`src/hdl/fltpm_pkg.sv`:
```
// Shared types and constants for the four-level page table mapper.
package fltpm_pkg;
  localparam int VA_W    = 48;
  localparam int PA_W    = 52;
  localparam int ENTRY_W = 43;
  localparam int FRAME_W = 40;
  localparam int IDX_W   = 9;
  localparam int OFS_W   = 12;
  localparam int PAGES_W = PA_W - OFS_W;
  localparam int ENTRIES_PER_TABLE = 512;

  typedef enum logic [1:0] {
    KIND_MAP   = 2'd0,
    KIND_RANGE = 2'd1,
    KIND_XLAT  = 2'd2,
    KIND_RSVD  = 2'd3
  } kind_t;

  typedef enum logic [1:0] {
    ST_OK  = 2'd0,
    ST_BAD = 2'd1,
    ST_OOT = 2'd2
  } status_t;

  typedef enum logic [2:0] {
    RES_NONE,
    RES_OK,
    RES_BAD,
    RES_OOT,
    RES_HIT,
    RES_MISS
  } res_t;

  typedef struct packed {
    logic  clr;
    logic  load;
    logic  start;
    logic  alloc;
    logic  follow;
    logic  write_leaf;
    logic  next_page;
    res_t  res;
    logic  out_load;
  } cmd_t;

  typedef struct packed {
    logic  clr_last;
    logic  chk_bad;
    logic  chk_empty;
    logic  lvl_last;
    logic  entry_zero;
    logic  pool_empty;
    logic  pages_last;
    kind_t kind;
    logic  out_free;
  } sts_t;
endpackage

```
`src/hdl/fltpm_ctrl.sv`:
```
// Controller state machine for the page table mapper.
module fltpm_ctrl import fltpm_pkg::*; (
  input  logic clk,
  input  logic rst_n,
  input  logic in_valid,
  output logic in_stall,
  input  sts_t sts,
  output cmd_t cmd
);
  typedef enum logic [2:0] {S_CLEAR, S_IDLE, S_CHECK, S_READ, S_EVAL, S_DONE} state_t;
  state_t state_r, state_nxt;

  always_ff @(posedge clk) begin
    if (!rst_n) begin
      state_r <= S_CLEAR;
    end else begin
      state_r <= state_nxt;
    end
  end

  assign in_stall = (state_r != S_IDLE);

  always_comb begin
    state_nxt = state_r;
    cmd = '0;
    cmd.res = RES_NONE;
    case (state_r)
      S_CLEAR: begin
        cmd.clr = 1'b1;
        if (sts.clr_last) state_nxt = S_IDLE;
      end
      S_IDLE: begin
        if (in_valid) begin
          cmd.load = 1'b1;
          state_nxt = S_CHECK;
        end
      end
      S_CHECK: begin
        if (sts.kind == KIND_MAP || sts.kind == KIND_XLAT) begin
          state_nxt = S_READ;
        end else if (sts.chk_bad) begin
          cmd.res = RES_BAD;
          state_nxt = S_DONE;
        end else if (sts.chk_empty) begin
          cmd.res = RES_OK;
          state_nxt = S_DONE;
        end else begin
          cmd.start = 1'b1;
          state_nxt = S_READ;
        end
      end
      S_READ: begin
        state_nxt = S_EVAL;
      end
      S_EVAL: begin
        if (!sts.lvl_last) begin
          if (!sts.entry_zero) begin
            cmd.follow = 1'b1;
            state_nxt = S_READ;
          end else if (sts.kind == KIND_XLAT) begin
            cmd.res = RES_MISS;
            state_nxt = S_DONE;
          end else if (sts.pool_empty) begin
            cmd.res = RES_OOT;
            state_nxt = S_DONE;
          end else begin
            cmd.alloc = 1'b1;
            state_nxt = S_READ;
          end
        end else if (sts.kind == KIND_XLAT) begin
          cmd.res = RES_HIT;
          state_nxt = S_DONE;
        end else begin
          cmd.write_leaf = 1'b1;
          if (sts.kind == KIND_MAP || sts.pages_last) begin
            cmd.res = RES_OK;
            state_nxt = S_DONE;
          end else begin
            cmd.next_page = 1'b1;
            state_nxt = S_READ;
          end
        end
      end
      S_DONE: begin
        if (sts.out_free) begin
          cmd.out_load = 1'b1;
          state_nxt = S_IDLE;
        end
      end
      default: state_nxt = S_CLEAR;
    endcase
  end
endmodule

```
`config.mk`:
```
export PLATFORM = sky130hd
export DESIGN_NAME = fltpm_ctrl
export DESIGN_NICKNAME = d
export VERILOG_FILES = /design/src/hdl/fltpm_pkg.sv /design/src/hdl/fltpm_ctrl.sv
export SDC_FILE = /design/constraint.sdc
export NUM_CORES = 1
export LEC_CHECK = 0
export BUFFER_PORTS_ARGS = -buffer_cell sky130_fd_sc_hd__buf_2
export CAP_MARGIN = 10
export CELL_PAD_IN_SITES_DETAIL_PLACEMENT = 1
export CELL_PAD_IN_SITES_GLOBAL_PLACEMENT = 1
export CORE_MARGIN = 2
export CORE_UTILIZATION = 28
export CTS_CLUSTER_SIZE = 25
export DETAILED_ROUTE_END_ITERATION = 10
export PLACE_DENSITY_LB_ADDON = 0.05
export SYNTH_ARGS = -nofsm -noshare
export SYNTH_HDL_FRONTEND = slang
export SYNTH_SLANG_ARGS = --single-unit
```
`constraint.sdc`:
```
create_clock -name clk -period 1.8 [get_ports clk]
set_input_delay 0.18 -clock clk [delete_from_list [all_inputs] [get_ports clk]]
set_output_delay 0.18 -clock clk [all_outputs]
set_load 0.02 [all_outputs]
```
# [After elaboration in Yosys (flattened, before gate mapping)]
# Index checks and enable logic that the tools add are counted.
[word_totals] register_bits=3 inputBits=13 out_inout_bits=12 word_cells=57
[classes] eq_ne=10 muxes=41 n_reduce_logical=5
[ops] cell="$mux W3" count=16
[ops] cell="$pmux W3 S6" count=1
[ops] cell="$mux W1" count=16
[ops] cell="$mux W2" count=6
[ops] cell="$eq A3 B2 Y1 const B" count=2
[ops] cell="$eq A3 B3 Y1 const B" count=2
[ops] cell="$ne A2 B2 Y1 const B" count=3
[ops] cell="$pmux W3 S2" count=1
[ops] cell="$mux W4" count=1
[ops] cell="$eq A3 B1 Y1 const B" count=1
[ops] cell="$logic_not A3 Y1" count=1
[ops] cell="$ne A3 B1 Y1 const B" count=1
[ops] cell="$reduce_and A3 Y1" count=1
[ops] cell="$eq A2 B2 Y1 const B" count=1
[ops] cell="$logic_not A2 Y1" count=1
[ops] cell="$logic_or A1 B1 Y1" count=2

# [Longest topological paths before layout]
[logic_depth] ltp_word=6 mapped_depth=5 ltp_nobuf=4

# [Worst setup path before layout]
# Ideal clock, no wire load.
[synth_path] path_type="register to output" from="register state_r[2]" to="output cmd[7] (netlist name)" arrival_ps=1503 required_ps=1620 setup_slack_ps=117 path_stages_with_launch=5 n_path_buf=1 cell_sequence="dfxtp_1 -> buf_6 -> inv_4 -> or3_4 -> nor4_1"
[synth_lines] element="from (decl)" line="fltpm_ctrl.sv:11" rtl="state_t state_r, state_nxt;"
[synth_lines] element="from (signal assigned)" line="fltpm_ctrl.sv:17" rtl="state_r <= state_nxt;"
[synth_lines] element="to (decl)" line="fltpm_ctrl.sv:8" rtl="output cmd_t cmd"

==> impl_metrics.xml <==
<?xml version="1.0" encoding="UTF-8"?>
<metrics>
  <group name="timing">
    <metric name="final-setup-viol-count" unit="">0</metric>
    <metric name="whs" unit="ns">0.194</metric>
    <metric name="max_clock_freq" unit="MHz">593</metric>
    <metric name="fin_worst_skew" unit="ns">0.000177</metric>
    <metric name="worst_slew_pin_slew" unit="ns">0.398</metric>
    <metric name="final_count_of_pins_violating_max_slew" unit="">0</metric>
    <metric name="final_period_minus_worst_setup_slack" unit="ns">1.69</metric>
    <metric name="min_period_over_period" unit="%">93.7</metric>
    <metric name="grt_setup_unrepaired" unit="">no</metric>
    <metric name="timing.final.hold_violations" unit="">0</metric>
    <metric name="worst_max_slew_margin_expressed_relative_to_the_limit" unit="%">73.2</metric>
    <metric name="final.setup.tns" unit="ns">0</metric>
  </group>
  <group name="grt">
    <metric name="wire_length_of_the_first_global_routing_pass" unit="microns">2090</metric>
    <metric name="groute.usage.overall" unit="%">15.2</metric>
    <metric name="grt_start_max_net_pins" unit="">14</metric>
    <metric name="globalRouteOverflowTotal" unit="">0</metric>
    <metric name="number_of_antenna_violations_at_the_first_check_in_global_routing" unit="">0</metric>
    <metric name="vias_in_the_first_global_route" unit="">482</metric>
  </group>
  <group name="floorplan">
    <metric name="design.core.area" unit="sq mm">0.00132</metric>
    <metric name="total_number_of_placement_rows" unit="">13</metric>
    <metric name="initial_core_util" unit="%">30.4</metric>
    <metric name="floorplan.die.width" unit="microns">41.8</metric>
    <metric name="die_h" unit="microns">41.8</metric>
    <metric name="die_area" unit="sq mm">0.00175</metric>
    <metric name="ioPinCount" unit="">25</metric>
  </group>
  <group name="clock_network">
    <metric name="post_cts.repair.setup_buffers" unit="">0</metric>
    <metric name="cts.sinks" unit="">3</metric>
    <metric name="clk_path_buf_depth" unit="">2</metric>
    <metric name="cts_inserted_buffers" unit="">3</metric>
    <metric name="h-tree-depth" unit="">1</metric>
    <metric name="cts_root_buffer" unit="">sky130_fd_sc_hd__clkbuf_4</metric>
    <metric name="cts_tree" unit="">done</metric>
    <metric name="clk_transition_reported_paths" unit="ns">0.04</metric>
    <metric name="source_to_sink_clock_delay_at_the_later_pin_of_the_worst_skew_pair" unit="ns">0.24</metric>
  </group>
  <group name="logic_synthesis">
    <metric name="synthDominantCellAreaShare" unit="%">15.0</metric>
    <metric name="yosysWarningCount" unit="">0</metric>
    <metric name="synthTopCellsByArea" unit="">sky130_fd_sc_hd__dfxtp_1, sky130_fd_sc_hd__nor2_1, sky130_fd_sc_hd__nor2b_1</metric>
    <metric name="syn-instance-count" unit="">59</metric>
    <metric name="synth.lib_cells_used.distinct" unit="">29</metric>
    <metric name="synth_async_sr_flop_share" unit="%">0</metric>
    <metric name="synthesis.area" unit="sq um">400</metric>
    <metric name="post_synth_top_flop" unit="">sky130_fd_sc_hd__dfxtp_1</metric>
    <metric name="count_of_flip_flops_with_a_built_in_enable_after_synthesis" unit="">0</metric>
    <metric name="synth_fp_nets" unit="">72</metric>
    <metric name="post-synth-top-area-cell" unit="">sky130_fd_sc_hd__dfxtp_1</metric>
    <metric name="avgSynthCellArea" unit="sq um">6.79</metric>
    <metric name="synth.ff_latch_count" unit="">3</metric>
    <metric name="synth_seq_area_share" unit="%">15.0</metric>
  </group>
  <group name="worst_setup_path">
    <metric name="critical_path.cell_chain" unit="">inv_4 &gt; or3_4 &gt; nor3_2 &gt; a22o_1 &gt; buf_2</metric>
    <metric name="cp_max_fo" unit="">5</metric>
    <metric name="critPathArrivalTime" unit="ns">1.51</metric>
    <metric name="cp_slowest_cell" unit="">sky130_fd_sc_hd__dfxtp_1</metric>
    <metric name="timing.critical_path.from_type" unit="">flop</metric>
    <metric name="worst_ep_required_time" unit="ns">1.62</metric>
    <metric name="critPathKind" unit="">reg -&gt; out</metric>
    <metric name="crit_path_max_incr_delay" unit="ns">0.37</metric>
    <metric name="critical_path.endpoint_type" unit="">primary output</metric>
    <metric name="reg2reg_slack" unit="ns">0.67</metric>
  </group>
  <group name="finish">
    <metric name="area_grow_syn2layout" unit="%">38.8</metric>
    <metric name="largest_register_ff_count" unit="">3</metric>
    <metric name="final-instance-count-excl-fill" unit="">100</metric>
    <metric name="drive_above_1_share" unit="%">40.0</metric>
    <metric name="biggestRegsByFlops" unit="">state_r: 3 flops</metric>
    <metric name="antenna_cells" unit="">0</metric>
    <metric name="fin_nets" unit="">99</metric>
    <metric name="filler_cell_count" unit="">186</metric>
    <metric name="top_register" unit="">state_r</metric>
  </group>
  <group name="detailed_routing">
    <metric name="wl_final" unit="microns">1230</metric>
    <metric name="drt_first_pass_iters" unit="">4</metric>
    <metric name="ant_nets" unit="">0</metric>
    <metric name="per_cell_via_count_in_the_routed_design" unit="">5.19</metric>
    <metric name="drc_errors" unit="">0</metric>
    <metric name="dr.first_iter.drc_count" unit="">10</metric>
    <metric name="via_count" unit="">519</metric>
    <metric name="routedWlPerCell" unit="microns">12.3</metric>
  </group>
  <group name="place">
    <metric name="placed_cells" unit="">96</metric>
    <metric name="dp_hpwl" unit="microns">974</metric>
    <metric name="buffer_ports.inserted" unit="">24</metric>
    <metric name="place_congestion" unit="">0.750</metric>
  </group>
  <group name="power_and_ir_drop">
    <metric name="power.ir.vdd_worst" unit="V">0.000197</metric>
    <metric name="power_density" unit="mW/mm^2">563</metric>
    <metric name="total_leakage_power" unit="nW">0.263</metric>
  </group>
  <group name="run_status">
    <metric name="status" unit="">finished clean</metric>
  </group>
  <group name="worst_hold_path">
    <metric name="hp-class" unit="">in -&gt; reg</metric>
  </group>
  <group name="flow_run">
    <metric name="max_cap_violations" unit="">0</metric>
  </group>
</metrics>
worst paths after layout:
| check | from | to | depth (start not counted) |
|---|---|---|---|
| max reg2reg | state_r[1] | state_r[1] | 4 |
| min | rst_n | state_r[0] | 2 |
| min reg2reg | state_r[2] | state_r[1] | 4 |
| max | state_r[2] | cmd[2] | 5 |
cells in the final DEF (no fill, tap or decap), types with 2 or more instances in the layout:
cell type / instances
sky130_fd_sc_hd__buf_2: 24
sky130_fd_sc_hd__dfxtp_1: 2
sky130_fd_sc_hd__and2_1: 2
sky130_fd_sc_hd__o21ai_1: 3
sky130_fd_sc_hd__nor2b_1: 4
sky130_fd_sc_hd__nand2_1: 4
sky130_fd_sc_hd__a21oi_1: 3
sky130_fd_sc_hd__buf_4: 2
sky130_fd_sc_hd__nand3_1: 2
sky130_fd_sc_hd__nand2b_1: 3
sky130_fd_sc_hd__nor3_1: 3
sky130_fd_sc_hd__nor2_1: 7
sky130_fd_sc_hd__o21ai_0: 3
sky130_fd_sc_hd__inv_1: 2
sky130_fd_sc_hd__nor3b_1: 2
sky130_fd_sc_hd__clkbuf_4: 3
cells in the mapped netlist (2+ instances only):
cell type                  instances
sky130_fd_sc_hd__a21oi_1           3
sky130_fd_sc_hd__and2_1            2
sky130_fd_sc_hd__buf_2             3
sky130_fd_sc_hd__dfxtp_1           3
sky130_fd_sc_hd__inv_1             2
sky130_fd_sc_hd__nand2_1           4
sky130_fd_sc_hd__nand2b_1          3
sky130_fd_sc_hd__nand3_1           2
sky130_fd_sc_hd__nor2_1            7
sky130_fd_sc_hd__nor2b_1           4
sky130_fd_sc_hd__nor3_1            3
sky130_fd_sc_hd__nor3b_1           2
sky130_fd_sc_hd__o21ai_0           3
sky130_fd_sc_hd__o21ai_1           3
power by group:
part / internal (mW) / switching, mW / leakage [nW] / total [mW]
registers: 0.0728 / 0.00973 / 0.0248 / 0.0825
clock network: 0.0832 / 0.0370 / 0.0150 / 0.120
logic: 0.0479 / 0.0620 / 0.223 / 0.110
metrics by stage:
stage | total power [mW] | utilization [%] | worst slack, ns | area (sq um)
after floorplan | 0.153 | - | 0.117 | 400
after global routing | 0.338 | 42.2 | 0.0554 | 556
after detailed placement | 0.193 | 40.1 | 0.292 | 528
final | 0.313 | 42.2 | 0.113 | 556
after global placement | 0.192 | 40.1 | 0.313 | 528
after CTS | 0.319 | 42.1 | 0.0330 | 554
layout make-up:
class	count	area [sq um]	area share [%]
clock buffer	4	26.3	4.73
inverter	3	13.8	2.48
multi-input combinational	49	300	54.1
sequential	3	61.3	11.0
tap	15	18.8	3.38
timing repair buffer	26	135	24.3
per-layer routing:
| metal | share of wire (%) | global-route usage (%) |
|---|---|---|
| met1 | 48 | 19.9 |
| met2 | 46 | 22.5 |
| met3 | 5.4 | 5.65 |
| met4 | 0.81 | 5.81 |
| met5 | 0 | 0 |
repair_timing:
action / in CTS / in global routing
endpoints found under the setup margin: 0 / 1
gates resized for setup: 0 / 1
hold buffers: 0 / 0
cell families (layout without fill, tap and decap cells):
logic type             after synthesis  count (layout)  share of synthesized area [%]
DFF                                  3               3                           15.0
AOI/OAI and AO/OA                   14              14                           21.9
muxes                                1               1                           2.50
buffers and inverters                7              33                           10.0
and+or+nand+nor                     34              34                           50.6
critical path, delay by kind of cell (launching register included):
| kind | cells | cell delay, ns |
|---|---|---|
| DFF | 1 | 0.37 |
| buffers and inverters | 2 | 0.21 |
| and+or+nand+nor | 2 | 0.54 |
| AOI/OAI and AO/OA | 1 | 0.15 |
Note: power is estimated with default switching activity, not from simulation.
